==> src/rtl/cle_pkg.sv <==
// cle_pkg: shared constants, codes and beat / control structs for the circular list engine
// no dependencies; used by every module under rtl
`timescale 1ns / 1ps

package cle_pkg;

    // pool geometry
    localparam int CAPACITY   = 256;
    localparam int ELEM_WIDTH = 32;
    localparam int SLOT_W     = $clog2(CAPACITY);
    localparam int CNT_W      = $clog2(CAPACITY + 1);

    // request codes
    localparam logic [2:0] OP_INSERT = 3'd0;
    localparam logic [2:0] OP_DELETE = 3'd1;
    localparam logic [2:0] OP_NEXT   = 3'd2;
    localparam logic [2:0] OP_PREV   = 3'd3;
    localparam logic [2:0] OP_READ   = 3'd4;

    // result status codes
    localparam logic [1:0] STATUS_OK    = 2'd0;
    localparam logic [1:0] STATUS_EMPTY = 2'd1;
    localparam logic [1:0] STATUS_FULL  = 2'd2;

    // request beat
    typedef struct packed {
        logic [2:0]  op;
        logic [31:0] item_value;
    } cle_in_t;

    // result beat
    typedef struct packed {
        logic [1:0]  status;
        logic [31:0] element_out;
        logic [8:0]  list_length;
    } cle_out_t;

    // write side of the link / value store, one port per memory
    typedef struct packed {
        logic                  next_we;
        logic [SLOT_W-1:0]     next_addr;
        logic [SLOT_W-1:0]     next_data;
        logic                  prev_we;
        logic [SLOT_W-1:0]     prev_addr;
        logic [SLOT_W-1:0]     prev_data;
        logic                  val_we;
        logic [SLOT_W-1:0]     val_addr;
        logic [ELEM_WIDTH-1:0] val_data;
    } cle_link_wr_t;

    // registered read data of the link / value store
    typedef struct packed {
        logic [SLOT_W-1:0]     next_slot;
        logic [SLOT_W-1:0]     prev_slot;
        logic [ELEM_WIDTH-1:0] value;
    } cle_link_rd_t;

    // control of the free-slot stack
    typedef struct packed {
        logic              rd_en;
        logic [SLOT_W-1:0] rd_idx;
        logic              pop_commit;
        logic              push_we;
        logic [SLOT_W-1:0] push_idx;
        logic [SLOT_W-1:0] push_slot;
    } cle_free_ctl_t;

endpackage

==> src/rtl/cle_free_stack.sv <==
// cle_free_stack: stack of free pool slots in a memory, with a low-water mark
// depends on cle_pkg; entries below the mark were never written and read as their own index
`timescale 1ns / 1ps

module cle_free_stack (
    input  logic                       aclk,
    input  logic                       aresetn,
    input  cle_pkg::cle_free_ctl_t     ctl,
    output logic [cle_pkg::SLOT_W-1:0] pop_slot
);

    logic [cle_pkg::SLOT_W-1:0] stack_mem [cle_pkg::CAPACITY];
    logic [cle_pkg::SLOT_W-1:0] rd_data_reg;
    logic [cle_pkg::SLOT_W-1:0] rd_idx_reg;
    logic                       fresh_reg;
    logic [cle_pkg::CNT_W-1:0]  low_mark_reg;
    logic [cle_pkg::CNT_W-1:0]  low_mark_next;

    // stack memory, registered read
    always_ff @(posedge aclk) begin
        if (ctl.push_we) begin
            stack_mem[ctl.push_idx] <= ctl.push_slot;
        end
        if (ctl.rd_en) begin
            rd_data_reg <= stack_mem[ctl.rd_idx];
            rd_idx_reg  <= ctl.rd_idx;
            fresh_reg   <= (cle_pkg::CNT_W'(ctl.rd_idx) < low_mark_reg);
        end
    end

    // lowest stack depth reached since reset
    always_comb begin
        low_mark_next = low_mark_reg;
        if (ctl.pop_commit && fresh_reg) begin
            low_mark_next = cle_pkg::CNT_W'(rd_idx_reg);
        end
    end

    always_ff @(posedge aclk) begin
        if (!aresetn) begin
            low_mark_reg <= cle_pkg::CNT_W'(cle_pkg::CAPACITY);
        end else begin
            low_mark_reg <= low_mark_next;
        end
    end

    // untouched entries still hold the reset order
    assign pop_slot = fresh_reg ? rd_idx_reg : rd_data_reg;

endmodule

==> config.mk <==
export PLATFORM = sky130hd
export DESIGN_NAME = cle_free_stack
export DESIGN_NICKNAME = d
export VERILOG_FILES = /design/src/rtl/cle_pkg.sv /design/src/rtl/cle_free_stack.sv
export SDC_FILE = /design/constraint.sdc
export NUM_CORES = 2
export LEC_CHECK = 0
export BUFFER_PORTS_ARGS = -buffer_cell sky130_fd_sc_hd__buf_2
export CAP_MARGIN = 20
export CORE_MARGIN = 2
export CORE_UTILIZATION = 25
export DETAILED_ROUTE_END_ITERATION = 8
export PLACE_DENSITY_LB_ADDON = 0.25
export SYNTH_ARGS = -nofsm -noshare
export SYNTH_HDL_FRONTEND = slang
export SYNTH_SLANG_ARGS = --single-unit
==> constraint.sdc <==
create_clock -name aclk -period 3.1 [get_ports aclk]
set_input_delay 0.31 -clock aclk [delete_from_list [all_inputs] [get_ports aclk]]
set_output_delay 0.31 -clock aclk [all_outputs]
set_load 0.005 [all_outputs]
==> run_results.csv <==
group,metric,value,unit
outcome,outcome,"finished clean",
floorplan,core,318000,um2
cts,cts_setup_buffers,0,
worst_hold_path,hp-start,"ctl[20]",
final_layout,fin_util,30.4,%
cts,cts_root_buffer,"clkbuf_16",
final_layout,largest_register_ffs,2048,
power_and_ir_drop,power_leakage,30.4,nW
setup_path,r2r_start,"stack_mem[228][0]",
placement,place_area,89500,um2
cts,clock_sinks,2074,
global_route,first_global_vias,41400,
timing,tightest_slew,0.979,ns
timing,skew,0.0440,ns
final_layout,area_delta_synth_final,21.1,%
yosys,yosys_warnings,0,
yosys,synthesis.area,79900,um2
setup_path,end_kind,"register",
setup_path,crit_chain,"dlygate4sd3_1 > buf_2 > or3b_2 > buf_4 > o22ai_1 > a211oi_1 > a21oi_1 > and3_1 > o22ai_1 > buf_4 > nor3_1",
drt,wl_per_cell,26.0,um
floorplan,die_w,569,um
yosys,synth_fp_nets,3760,
timing,period_needed,3.05,ns
placement,port_buffers,36,
drt,drtAntennaViolNets,0,
final_layout,nNetsFinal,4396,
final_layout,final_area,96800,um2
timing,fin_crit_sh,98.4,%
global_route,track_usage,13.8,%
final_layout,drive_gt1_share,32.0,%
yosys,synthArstFlopShare,0,%
cts,cts_max_level,4,
worst_hold_path,worstHoldEndpoint,"rd_idx_reg[2]",
setup_path,slowest_stage,"dlygate4sd3_1",
cts,cts_buffer_depth,3,
setup_path,required,3.81,ns
placement,pre_cts_ws,-0.797,ns
drt,drt_iter0_drc,3768,
yosys,seq_area_frac_synth,77.8,%
drt,drc_errors,0,
power_and_ir_drop,powerDensity,619,nW/um2
global_route,grt_first_pass_wirelength,322000,um
floorplan,ioPinCount,37,
setup_path,startpoint_type,"input port",
timing,postLayoutSetupSlackWorst,0.0486,ns
global_route,grt_max_degree,92,
floorplan,die_area,324000,um2
placement,hpwl,146000,um
worst_hold_path,hold-path-cell-count,2,
yosys,syn_avg_cell_area,21.5,um2
setup_path,cp.arrival,3.76,ns
timing,grt_setup_unrepaired,"false",
timing,final_hold_viol_count,0,
timing,setup_viol,0,
power_and_ir_drop,ir_drop,0.000637,V
cts,clk_pin_slew,0.06,ns
floorplan,start_util,25.1,%
setup_path,r2r.worst_path.cells,8,
drt,viasPerCell,4.57,
power_and_ir_drop,power,0.0599,W
yosys,synthFlopType,"edfxtp_1",
timing,maxSlewViolCount,0,
cts,numCtsBuffers,214,
run,cap_viol_max_count,0,
cts,cts_tree,"built",
drt,wirelength,227000,um
yosys,synthCells,3724,
setup_path,cp_slowest_stage_delay,0.61,ns
setup_path,path_class,"in2reg",
timing,max_freq,0.328,GHz
global_route,antenna_found_initial,23,
worst_hold_path,hp-class,"in2reg",
yosys,synth_edf_count,2065,
yosys,ys_types,51,
setup_path,crit_fanout,23,
setup_path,rrSetupSlack,0.19,ns
timing,slew_headroom,34.7,%
drt,vias,39900,
global_route,grt-ovfl-total,0,
drt,first_pass_iters,5,
cts,clock_latency,0.88,ns
floorplan,die_y,569,um
yosys,synth_seq_cells,2074,
placement,gp_congestion,0.788,
floorplan,num_rows,207,
setup_path,r2r_end,"rd_data_reg[0]",
synth_stat cells (8+ instances only):
library cell	number	area, um2
o2111ai_1	8	70.1
nand2_1	51	191
buf_1	10	37.5
a22o_1	39	342
nor2_1	319	1200
mux2i_1	80	801
nand3_1	39	195
o22ai_1	106	663
mux4_2	482	10900
a211oi_1	32	240
dfxtp_1	9	180
nor3_1	15	75.1
a21boi_0	8	60.1
nand4_1	9	56.3
buf_4	25	188
a221oi_1	26	228
mux2_2	8	90.1
inv_1	8	30.0
a22oi_1	45	338
nand2b_1	8	50.1
o221ai_1	16	140
clkbuf_1	98	368
a21oi_1	38	190
nor4_1	9	56.3
edfxtp_1	2065	62000
buf_2	65	325
nor2b_1	15	93.8
buf_6	27	304
cells by family after synthesis:
group / after synthesis / share of synthesized area [%]
adder cells (fa/ha/maj): 7 / 0.110
buffers and inverters: 237 / 1.63
flip-flops: 2074 / 77.8
AND/OR/NAND/NOR: 494 / 2.66
AO/OA/AOI/OAI: 342 / 3.08
multiplexers: 570 / 14.7
stage by stage:
stage / setup TNS, ns / std cells / hold slack (ns)
after floorplan: 0 / 3724 / 0.372
after global placement: -4.55 / 8307 / 0.432
after detailed placement: -4.04 / 8307 / 0.435
after CTS: 0 / 8727 / 0.0401
after global routing: 0 / 8732 / 0.0572
final: 0 / 8733 / 0.107
power breakdown:
group          switching (W)  internal [W]
Combinational        0.00193       0.00121
Clock                 0.0112        0.0147
Sequential         0.0000437        0.0309
layer usage:
| layer | GRT usage, % | vias to the layer above | part of all wire [%] |
|---|---|---|---|
| met4 | 3.82 | 2 | 2.5 |
| met1 | 18.3 | 21600 | 43 |
| met5 | 0 | - | 0.0057 |
| li1 | - | 17000 | - |
| met2 | 23.6 | 1041 | 50 |
| met3 | 2.05 | 325 | 4.4 |
final cells by class:
cell class              count  area (um2)
inverters                   9        33.8
clock inverters           146        1480
fillers                 30800      221000
diodes                      6        15.0
flip-flops and latches   2074       62200
repair buffers            648        5760
well taps                4180        5230
multi-input cells        1413       16500
clock buffers             257        5520
worst max-delay path by stage:
stage | start | endpoint | slack [ns] | cells after the start
global placement | ctl[18] | rd_data_reg[3] | -0.84 | 11
detailed placement | ctl[18] | rd_data_reg[4] | -0.80 | 11
finish | ctl[22] | rd_data_reg[0] | 0.05 | 11
CTS | stack_mem[228][7] | rd_data_reg[7] | 0.06 | 8
global route | ctl[23] | rd_data_reg[0] | 0.05 | 13
floorplan | ctl[18] | rd_data_reg[6] | 0.76 | 9
worst max-delay path: cells and delay by family:
family | cells | cell delay (ns)
AND/OR/NAND/NOR | 3 | 0.99
AO/OA/AOI/OAI | 4 | 1.01
buffers and inverters | 4 | 1.43
cell usage in the layout, fill, tap and decap left out, types with 9 or more instances in the layout:
master            n
buf_2            26
o221ai_1         16
clkinv_1         60
mux4_2          482
buf_4           528
bufinv_16        23
a221oi_1         24
dfxtp_1           9
a22oi_1          45
dlygate4sd3_1    17
edfxtp_1       2065
a22o_1           39
nand2_1          51
nand4_1           9
nand3_2           9
mux2i_1          80
o22ai_1         105
buf_12           67
a211oi_1         32
nor3_1           15
nor2b_1          12
clkinv_2         37
nand3_1          30
a21oi_1          37
clkbuf_1         43
nor2_1          317
clkbuf_16       214
buf_8            10
timing repair:
item | CTS | global route
gates resized for setup | 2 | 2
hold buffers | 17 | 0
endpoints found under the setup margin | 2 | 1
hold endpoints to repair | 502 | 0
(Power assumes the default switching activity.)
